===== config.mk =====
export PLATFORM = sky130hd
export DESIGN_NAME = sorted_array_priority_queue
export DESIGN_NICKNAME = d
export VERILOG_FILES = /design/src/rtl/sapq_pkg.sv /design/src/rtl/sapq_front.sv /design/src/rtl/sapq_back.sv /design/src/rtl/sorted_array_priority_queue.sv
export SDC_FILE = /design/constraint.sdc
export NUM_CORES = 1
export LEC_CHECK = 0
export BUFFER_PORTS_ARGS = -buffer_cell sky130_fd_sc_hd__buf_2
export CAP_MARGIN = 20
export CORE_ASPECT_RATIO = 1.75
export CORE_MARGIN = 2
export CORE_UTILIZATION = 35
export CTS_CLUSTER_DIAMETER = 30
export DETAILED_ROUTE_END_ITERATION = 10
export GPL_TIMING_DRIVEN = 1
export MAX_ROUTING_LAYER = met4
export PLACE_DENSITY_LB_ADDON = 0.1
export RECOVER_POWER = 100
export SLEW_MARGIN = 20
export SYNTH_ARGS = -nofsm -noshare
export SYNTH_HDL_FRONTEND = slang
export SYNTH_HIERARCHICAL = 1
export SYNTH_SLANG_ARGS = --single-unit

===== constraint.sdc =====
create_clock -name aclk -period 5.45 [get_ports aclk]
set_clock_uncertainty 0.05 [all_clocks]
set_input_delay 0.2725 -clock aclk [delete_from_list [all_inputs] [get_ports aclk]]
set_output_delay 0.2725 -clock aclk [all_outputs]
set_load 0.02 [all_outputs]

===== src/rtl/sapq_pkg.sv =====
// Shared types and constants for the sorted array priority queue.
// Used by sapq_front, sapq_back and sorted_array_priority_queue.
package sapq_pkg;

    localparam int OP_W        = 2;
    localparam int VALUE_W     = 32;
    localparam int STATUS_W    = 2;
    localparam int COUNT_W     = 4;
    localparam int IN_TDATA_W  = 40;
    localparam int OUT_TDATA_W = 40;

    // op codes on the input channel
    localparam logic [OP_W-1:0] OP_INSERT = 2'd0;
    localparam logic [OP_W-1:0] OP_DELETE = 2'd1;
    localparam logic [OP_W-1:0] OP_DUMP   = 2'd2;
    localparam logic [OP_W-1:0] OP_NOP    = 2'd3;

    // result status codes
    localparam logic [STATUS_W-1:0] ST_OK       = 2'd0;
    localparam logic [STATUS_W-1:0] ST_OVERFLOW = 2'd1;
    localparam logic [STATUS_W-1:0] ST_EMPTY    = 2'd2;
    localparam logic [STATUS_W-1:0] ST_NOTFOUND = 2'd3;

    typedef enum logic [1:0] {
        K_INSERT,
        K_DELETE,
        K_DUMP,
        K_NOP
    } op_kind_t;

    typedef struct packed {
        op_kind_t                   kind;
        logic signed [VALUE_W-1:0]  value;
    } cmd_t;

    typedef struct packed {
        logic [STATUS_W-1:0]        status;
        logic signed [VALUE_W-1:0]  entry;
        logic [COUNT_W-1:0]         count;
        logic                       last;
    } res_t;

    typedef enum logic {
        BK_RUN,
        BK_DUMP
    } back_state_t;

endpackage


===== src/rtl/sapq_front.sv =====
// Front end: accepts items, decodes op into a command kind, and holds
// them in a two-entry queue for the back end. Depends on sapq_pkg.
module sapq_front import sapq_pkg::*; (
    input  logic                       aclk,
    input  logic                       aresetn,
    input  logic                       in_valid,
    output logic                       in_ready,
    input  logic [OP_W-1:0]            in_op,
    input  logic signed [VALUE_W-1:0]  in_value,
    output logic                       cmd_valid,
    output cmd_t                       cmd,
    input  logic                       cmd_pop
);

    cmd_t       slot_reg [2];
    logic       wr_ptr_reg, wr_ptr_next;
    logic       rd_ptr_reg, rd_ptr_next;
    logic [1:0] cnt_reg, cnt_next;
    logic       push;
    cmd_t       decoded;

    always_comb begin
        decoded.value = in_value;
        unique case (in_op)
            OP_INSERT: decoded.kind = K_INSERT;
            OP_DELETE: decoded.kind = K_DELETE;
            OP_DUMP:   decoded.kind = K_DUMP;
            OP_NOP:    decoded.kind = K_NOP;
            default:   decoded.kind = K_NOP;
        endcase
    end

    assign in_ready  = (cnt_reg != 2'd2);
    assign push      = in_valid && in_ready;
    assign cmd_valid = (cnt_reg != 2'd0);
    assign cmd       = slot_reg[rd_ptr_reg];

    always_comb begin
        wr_ptr_next = push ? ~wr_ptr_reg : wr_ptr_reg;
        rd_ptr_next = cmd_pop ? ~rd_ptr_reg : rd_ptr_reg;
        cnt_next    = cnt_reg + {1'b0, push} - {1'b0, cmd_pop};
    end

    always_ff @(posedge aclk) begin
        if (!aresetn) begin
            wr_ptr_reg <= 1'b0;
            rd_ptr_reg <= 1'b0;
            cnt_reg    <= 2'd0;
        end else begin
            wr_ptr_reg <= wr_ptr_next;
            rd_ptr_reg <= rd_ptr_next;
            cnt_reg    <= cnt_next;
        end
    end

    always_ff @(posedge aclk) begin
        if (push) begin
            slot_reg[wr_ptr_reg] <= decoded;
        end
    end

endmodule


===== src/rtl/sapq_back.sv =====
// Back end: the sorted cell row, the dump sequencer and the result register.
// Depends on sapq_pkg.
module sapq_back import sapq_pkg::*; #(
    parameter int DEPTH = 8
) (
    input  logic   aclk,
    input  logic   aresetn,
    input  logic   cmd_valid,
    input  cmd_t   cmd,
    output logic   cmd_pop,
    output logic   res_valid,
    output res_t   res,
    input  logic   res_ready
);

    localparam int FW = $clog2(DEPTH + 1);
    localparam int IW = (DEPTH > 1) ? $clog2(DEPTH) : 1;

    logic signed [VALUE_W-1:0] cell_reg [DEPTH];
    logic signed [VALUE_W-1:0] cell_next [DEPTH];
    logic signed [VALUE_W-1:0] ins_val [DEPTH];
    logic signed [VALUE_W-1:0] del_val [DEPTH];
    logic [DEPTH-1:0]          ge, eq, live, ins_m;

    logic [FW-1:0]   fill_reg, fill_next;
    logic [IW-1:0]   idx_reg, idx_next;
    back_state_t     state_reg, state_next;
    logic            valid_reg, valid_next;
    res_t            res_reg, res_next;

    logic            can_load, full, found, dump_last;

    // per-cell compare and neighbor selection
    for (genvar i = 0; i < DEPTH; i++) begin : g_cell
        assign ge[i]    = (cmd.value >= cell_reg[i]);
        assign live[i]  = (FW'(i) < fill_reg);
        assign eq[i]    = (cmd.value == cell_reg[i]) && live[i];
        // cells holding a value <= the new one, and free cells: the insertion point and every cell after it
        assign ins_m[i] = ge[i] | ~live[i];
        if (i == 0) begin : g_head
            assign ins_val[i] = cmd.value;
        end else begin : g_body
            assign ins_val[i] = ins_m[i-1] ? cell_reg[i-1] : cmd.value;
        end
        if (i == DEPTH - 1) begin : g_tail
            assign del_val[i] = cell_reg[i];
        end else begin : g_mid
            assign del_val[i] = cell_reg[i+1];
        end
    end

    assign can_load  = !valid_reg || res_ready;
    assign full      = (fill_reg == FW'(DEPTH));
    assign found     = |eq;
    assign dump_last = ((FW'(idx_reg) + FW'(1)) == fill_reg);

    // next state
    always_comb begin
        state_next = state_reg;
        unique case (state_reg)
            BK_RUN: begin
                if (cmd_valid && can_load && cmd.kind == K_DUMP && fill_reg != '0) begin
                    state_next = BK_DUMP;
                end
            end
            BK_DUMP: begin
                if (can_load && dump_last) begin
                    state_next = BK_RUN;
                end
            end
            default: state_next = BK_RUN;
        endcase
    end

    // datapath and outputs
    always_comb begin
        cell_next  = cell_reg;
        fill_next  = fill_reg;
        idx_next   = idx_reg;
        cmd_pop    = 1'b0;
        valid_next = valid_reg && !res_ready;
        res_next   = res_reg;

        unique case (state_reg)
            BK_RUN: begin
                if (cmd_valid && can_load) begin
                    res_next.status = ST_OK;
                    res_next.entry  = '0;
                    res_next.last   = 1'b1;
                    valid_next      = 1'b1;
                    cmd_pop         = 1'b1;
                    unique case (cmd.kind)
                        K_INSERT: begin
                            if (full) begin
                                res_next.status = ST_OVERFLOW;
                            end else begin
                                for (int i = 0; i < DEPTH; i++) begin
                                    if (ins_m[i]) begin
                                        cell_next[i] = ins_val[i];
                                    end
                                end
                                fill_next = fill_reg + FW'(1);
                            end
                        end
                        K_DELETE: begin
                            if (fill_reg == '0) begin
                                res_next.status = ST_EMPTY;
                            end else if (found) begin
                                for (int i = 0; i < DEPTH; i++) begin
                                    if (ge[i]) begin
                                        cell_next[i] = del_val[i];
                                    end
                                end
                                fill_next = fill_reg - FW'(1);
                            end else begin
                                res_next.status = ST_NOTFOUND;
                            end
                        end
                        K_DUMP: begin
                            if (fill_reg == '0) begin
                                res_next.status = ST_EMPTY;
                            end else begin
                                // item stays queued until its last entry goes out
                                valid_next = valid_reg && !res_ready;
                                res_next   = res_reg;
                                cmd_pop    = 1'b0;
                                idx_next   = '0;
                            end
                        end
                        K_NOP: begin
                        end
                        default: begin
                        end
                    endcase
                    res_next.count = COUNT_W'(fill_next);
                end
            end
            BK_DUMP: begin
                if (can_load) begin
                    valid_next      = 1'b1;
                    res_next.status = ST_OK;
                    res_next.entry  = cell_reg[idx_reg];
                    res_next.count  = COUNT_W'(fill_reg);
                    res_next.last   = dump_last;
                    if (dump_last) begin
                        cmd_pop = 1'b1;
                    end else begin
                        idx_next = idx_reg + IW'(1);
                    end
                end
            end
            default: begin
            end
        endcase
    end

    assign res_valid = valid_reg;
    assign res       = res_reg;

    always_ff @(posedge aclk) begin
        if (!aresetn) begin
            state_reg <= BK_RUN;
            fill_reg  <= '0;
            valid_reg <= 1'b0;
        end else begin
            state_reg <= state_next;
            fill_reg  <= fill_next;
            valid_reg <= valid_next;
        end
    end

    always_ff @(posedge aclk) begin
        cell_reg <= cell_next;
        idx_reg  <= idx_next;
        res_reg  <= res_next;
    end

endmodule


===== src/rtl/sorted_array_priority_queue.sv =====
// Top level of the sorted array priority queue: stream ports, field packing.
// Depends on sapq_pkg, sapq_front and sapq_back.
//
// Usage: each input item carries an op and a 32-bit signed value. Insert
// places the value in a descending sorted row of DEPTH cells (equal values
// go in front of those already stored); delete removes one entry equal to
// the value; dump sends every stored entry, highest first. Every item
// answers with result items on the m_ channel; m_tlast marks the final
// result of each item. Insert, delete and an unused op answer with one
// result, dump with one result per stored entry (one empty status if none).
// Items enter a two-entry queue, so the input keeps accepting while a
// result waits for the receiver. For insert and delete, every cell in the
// cell row compares against the value in parallel and shifts its neighbor
// in or out. The item is registered in a queue slot and its result in the
// result register, where m_tvalid rises. Throughput is one item per cycle
// for insert and delete while m_tready stays high; a dump first starts the
// dump sequencer, then sends each stored entry in turn through the result
// register. When m_tready is low the result register holds and the queue
// fills, then s_tready drops. Reset empties the queue and the row (fill
// goes to zero); stored values are not cleared.
module sorted_array_priority_queue import sapq_pkg::*; #(
    parameter int DEPTH = 8
) (
    input  logic                   aclk,
    input  logic                   aresetn,
    input  logic                   s_tvalid,
    output logic                   s_tready,
    input  logic [IN_TDATA_W-1:0]  s_tdata,   // op[1:0], value[33:2], zero[39:34]
    output logic                   m_tvalid,
    input  logic                   m_tready,
    output logic [OUT_TDATA_W-1:0] m_tdata,   // status[1:0], entry[33:2], count[37:34]
    output logic                   m_tlast
);

    logic                      cmd_valid;
    logic                      cmd_pop;
    cmd_t                      cmd;
    res_t                      res;
    logic [OP_W-1:0]           in_op;
    logic signed [VALUE_W-1:0] in_value;

    // unpack the input item
    assign in_op    = s_tdata[OP_W-1:0];
    assign in_value = s_tdata[OP_W+VALUE_W-1:OP_W];

    sapq_front u_front (
        .aclk      (aclk),
        .aresetn   (aresetn),
        .in_valid  (s_tvalid),
        .in_ready  (s_tready),
        .in_op     (in_op),
        .in_value  (in_value),
        .cmd_valid (cmd_valid),
        .cmd       (cmd),
        .cmd_pop   (cmd_pop)
    );

    sapq_back #(
        .DEPTH (DEPTH)
    ) u_back (
        .aclk      (aclk),
        .aresetn   (aresetn),
        .cmd_valid (cmd_valid),
        .cmd       (cmd),
        .cmd_pop   (cmd_pop),
        .res_valid (m_tvalid),
        .res       (res),
        .res_ready (m_tready)
    );

    // pack the result item, padding to whole bytes
    assign m_tdata = {
        {(OUT_TDATA_W - STATUS_W - VALUE_W - COUNT_W){1'b0}},
        res.count,
        res.entry,
        res.status
    };
    assign m_tlast = res.last;

endmodule

* Yosys cells after proc, flatten, opt, wreduce, memory -nomap -nowiden
Memories as Yosys holds them, arrays and structs flattened. A register that Yosys moved wholly into a read port is not among the register bits.
Index checks and enable logic that the tools add are counted.
W data, S select, Z words.
** Cells by class
- $add $sub $neg :: 6
- Multiply operators :: 0
- Divide/modulo/power cells :: 0
- Magnitude comparators :: 17
- Equal/unequal tests :: 39
- Shifts and indexed selects :: 0
- Mux-type cells :: 68
- Bitwise operators :: 22
- Reduce and logical (&&, ||, !) cells :: 36
** Operator list (count)
- $mux W256 :: 3
- $mux W32 :: 24
- $pmux W256 S2 :: 1
- $eq A32 B32 Y1 :: 8
- $ge A32 B32 Y1 :: 8
- $bmux W32 S3 :: 1
- $mux W39 :: 2
- $pmux W39 S2 :: 1
- $mux W37 :: 2
- $reduce_and A8 Y1 :: 7
- $ne A2 B1 Y1 const B :: 17
- $lt A3 B4 Y1 const A :: 4
- $mux W1 :: 16
- $mux W3 :: 5
- $logic_and A1 B1 Y1 :: 14
- $not A1 Y1 :: 13
- $mux W4 :: 3
- $ne A2 B2 Y1 const B :: 6
- $lt A1 B4 Y1 const A :: 2
- $lt A2 B4 Y1 const A :: 2
- $or A1 B1 Y1 :: 8
- $pmux W2 S4 :: 1
- $pmux W4 S2 :: 1
- $reduce_or A8 Y1 :: 1
- 27 further kinds :: 38
** Word-level totals
- Register bits :: 308
- Latch bits :: 0
- RAM bits :: 68
- Bits in read-only memories :: 0
- Word-level logic and storage cells :: 208
- Memories kept :: 1
** Memory list
- u_front.slot_reg :: depth 2, bits a word 34, read ports 1, clocked after Yosys merged registers in 1, write ports 1, RTL line sapq_front.sv:15 : cmd_t slot_reg [2];

* Depth between registers and ports, before layout
- Depth in word-level cells :: 8
- Depth in mapped cells :: 15
- Depth with buffers taken out :: 13

* Cells and area by module
The synthesis kept the hierarchy.
** By module, submodules not included
- sapq_back :: instances 1, cells an instance 2260, area each 23118.4 um^2, sequential area each 9068.7 um^2
- sapq_front :: instances 1, cells an instance 136, area each 2737.6 um^2, sequential area each 2142.1 um^2
- sorted_array_priority_queue :: instances 1, cells an instance 3, area each 18.8 um^2, sequential area each 0.0 um^2

* Worst setup path before layout
Ideal clock, no wire load.
- Path type :: reg-to-reg
- Start point :: reg with a tool-made name
- End point :: reg u_back/cell_reg[0] in the netlist's numbering, enable pin
- Setup time :: 461 ps
- Arrival :: 4719 ps
- Slack :: 220 ps
- Stages on the path, launching flop included :: 13
- Buffers on the path :: 2
- Clock period less this slack :: 5230 ps
- Cells stage by stage :: dfxtp_1 buf_2 buf_6 mux2_2 ha_1 a21o_1 a21o_1 a21oi_1 or3_1 a2111oi_0 o31ai_1 and3_1 nor3_1
** RTL lines
- end signal, assigned :: RTL line sapq_back.sv:173 : cell_reg <= cell_next;
- end, declared :: RTL line sapq_back.sv:19 : logic signed [VALUE_W-1:0] cell_reg [DEPTH];

==> summary.txt <==
Pwr
  • Pint: 10.1 mW
  • Cell area power density: 558 nW/um^2
  • Psw: about 7 mW
  • Tot Pwr: ~17 mW
  • Max VDD drop: ~250 uV
  • Combinational group share of total power: 42.3%
  • Clock power frac: 29.6%
  • Leakage: about 13 nW
  • Flop pwr share: 28.0%
  • Switching Fraction: 40.5%

Die
  • Core Rows: between 100 and 150
  • Die width: 210 microns
  • Core ar.: 73100 sq um
  • Die H: 364 microns
  • Initial core utilization: 35.4%
  • Top Ports: 87
  • Die Area: 76200 sq um

Finish
  • Area Growth Syn to Fin: 17.9%
  • Non-filler instance count after layout: 3530
  • Ant diodes: 0
  • Max FFs per register: ~260
  • Nets: 2839
  • Share of post-route cells with drive strength above 1: 12.7%
  • Most common cell after layout, fill and taps aside: edfxtp_1
  • Most frequent cells in the layout: edfxtp_1 (366), inv_1 (271), ha_1 (261), a21oi_1 (233), mux2i_1 (196)

Global routing
  • GR Layer Usage met3: 3.41%
  • First-pass GRT wire length: 134 mm
  • Largest net degree at the start of global routing: 120
  • M2 GR Usage: between 40 and 50%
  • Tot GR Track Use: 24.9%
  • Busiest grt layer: met2
  • M1 GR Usage: 25.7%
  • Grt total ovfl: 0
  • Initial antenna violation count: 1
  • Vias in the first global route: 20500

Critical path
  • Arrival time worst endpoint: 5.41 ns
  • Reg2Reg Setup Slack: 0.24 ns
  • Crit path capture: u_back/cell_reg[13]
  • Reg2reg path depth: 11
  • Maximum fanout along the worst path: 22
  • WS Path Type: reg2reg
  • RR Endpoint: u_back/cell_reg[13]
  • Startpoint types: register
  • Worst endpoint required time: between 5 and 6 ns
  • Critical Path Sink Type: register

Placement
  • Placed cells: 3347
  • GPL Wtd Cong: around 0.94
  • Port buffer count: 78
  • Post-DP HPWL: between 60 and 70 mm

Outcome
  • Failing checks: capacitance limit, slew limit
  • Status: finished with violations

Synth
  • Ys flop type: edfxtp_1
  • Post-synth EDFFs: 366
  • Sequential-to-total area share from yosys stat: 43.3%
  • Area contributors post-synth: edfxtp_1 (42%), ha_1 (13%), mux2i_1 (7.6%)
  • Library cells used by synthesis: 77
  • Area share of the largest cell type after synthesis: 42.5%
  • YS warnings: 6
  • Synth Register Bits: 377
  • FFs w/ async S/R, synth: 0%
  • Synth Area per Inst: 10.8 sq um
  • Syn Inst Count: 2399
  • Leading area contributor after synthesis: edfxtp_1
  • Synth Cell Area: 25900 sq um

Timing
  • Final Hold Fails: 0
  • Post-route minimum period: 5.21 ns
  • Tcrit/Tclk final: between 90% and 100%
  • Worst Tran Pin Value: 3.36 ns
  • Fmax: 0.192 GHz
  • Slew margin rel.: -124%
  • Setup TNS Final: 0 ns
  • Worst hold slack: 0.299 ns
  • Setup-failing EPs final: 0
  • RSZ-0062 raised after global routing: false
  • Fin. max-slew vios: around 170

CTS
  • Clock Pin Slew Worst Setup and Hold Paths: 0.05 ns
  • CTS sink count: 377
  • Post_cts resized: 0
  • Worst skew pair latency: 0.64 ns
  • # H-tree levels: 3
  • Num CTS Buffers: 78
  • Clk buf depth: 3
  • Post-CTS setup repair buffer count: 0
  • CTS tree: built
  • Cell at the root of the clock tree: clkbuf_16

Drt
  • Routed wire per std cell: around 26 microns
  • Via count: 19700
  • Final ANT Viol Nets: 0
  • Vias/cell: 5.58
  • WL final: approximately 92 mm
  • DRT Pass-1 Iters: 5
  • Drt drc: 0
  • DR iter-0 viols: 1204

Run
  • Max_cap viols: 4

Hold path
  • Hold WC Path Type: in2reg
==> critical path: stages, from the launching register on <==
cell and delay (ns):
dfxtp_1 0.37, buf_4 0.32, mux2_1 0.59, ha_1 0.51
nand4_1 0.37, nor2_1 0.43, nand3_1 0.19, a211oi_1 0.43
nor3_1 0.16, and3_1 0.19, nor3_1 0.20, clkbuf_2 0.94
==> per-layer routing <==
metal / share of wire (%) / wire [microns]
met1: 37 / 34300
met2: 53 / 49000
met3: 3.3 / 3010
met4: 6.0 / 5510
met5: 0 / 0
==> through the flow <==
step	util (%)	cell area, sq um	setup slack, ns
6_report	41.7	30500	0.238
5_1_grt	41.7	30500	0.268
4_1_cts	42.0	30700	0.731
3_5_place_dp	37.7	27600	0.755
3_3_place_gp	37.7	27600	0.813
2_1_floorplan	-	25900	0.220
==> power by group through the flow <==
stage | clock (mW) | sequential [mW] | combinational (mW)
6_report | 5.04 | 4.77 | 7.21
5_1_grt | 5.27 | 4.84 | 7.88
4_1_cts | 5.15 | 4.76 | 7.37
3_5_place_dp | 0 | 4.80 | 7.32
3_3_place_gp | 0 | 4.79 | 7.21
2_1_floorplan | 0 | 4.82 | 4.66
==> cells in the mapped netlist (5+ instances only) <==
library cell,number
buf_1,15
nor3_1,16
or3_1,6
inv_1,272
dfxtp_1,11
a21o_1,31
o211ai_1,8
buf_4,13
buf_2,13
a211oi_1,13
a31oi_1,7
nand4_1,53
nor2b_1,51
o21ai_1,7
mux2i_1,196
a2111oi_0,5
a21oi_1,234
nor2_1,172
and2_1,7
and4_1,7
xnor2_1,5
nor4_1,14
buf_6,6
edfxtp_1,366
o221ai_1,65
ha_1,261
o21ai_0,79
o21a_1,7
mux2_2,37
clkbuf_1,70
nand2_1,124
mux4_2,64
nand2b_1,9
nand3_1,82
==> how the worst min path moves through the flow <==
stage	slack, ns	from	to	cells after the start
after floorplan	0.32	s_tdata[2]	u_front/slot_reg[0][0]	0
after global placement	0.41	s_tdata[13]	u_front/slot_reg[0][11]	1
after detailed placement	0.41	s_tdata[13]	u_front/slot_reg[1][11]	1
after CTS	0.25	s_tdata[24]	u_front/slot_reg[0][22]	2
after global routing	0.28	s_tdata[24]	u_front/slot_reg[0][22]	2
final	0.30	s_tdata[24]	u_front/slot_reg[1][22]	2
==> cell type report <==
type                    count  area (sq um)
clock buffers              85          2060
clock inverters            60           709
fillers                  7048         42600
inverters                 272          1020
multi-input cells        1631         13100
flip-flops and latches    377         11200
well taps                 931          1160
repair buffers            174          1250
==> cells by family (layout without fill, tap and decap cells) <==
kind of cell | Yosys count | in the layout | synth area share (%)
AOI/OAI and AO/OA | 501 | 501 | 12.2
xor gates and xnor gates | 7 | 7 | 0.237
adders and majority gates | 261 | 261 | 12.6
buffers and inverters | 392 | 591 | 6.30
DFF | 377 | 377 | 43.3
muxes | 298 | 298 | 14.8
other | 1 | 2 | 0.0145
and+or+nand+nor | 562 | 562 | 10.5
==> timing repair <==
item                                   in CTS  in global routing
setup endpoints to repair                   0                  0
hold buffers                               38                  0
endpoints found under the hold margin      78                  0
(Power assumes the default switching activity.)
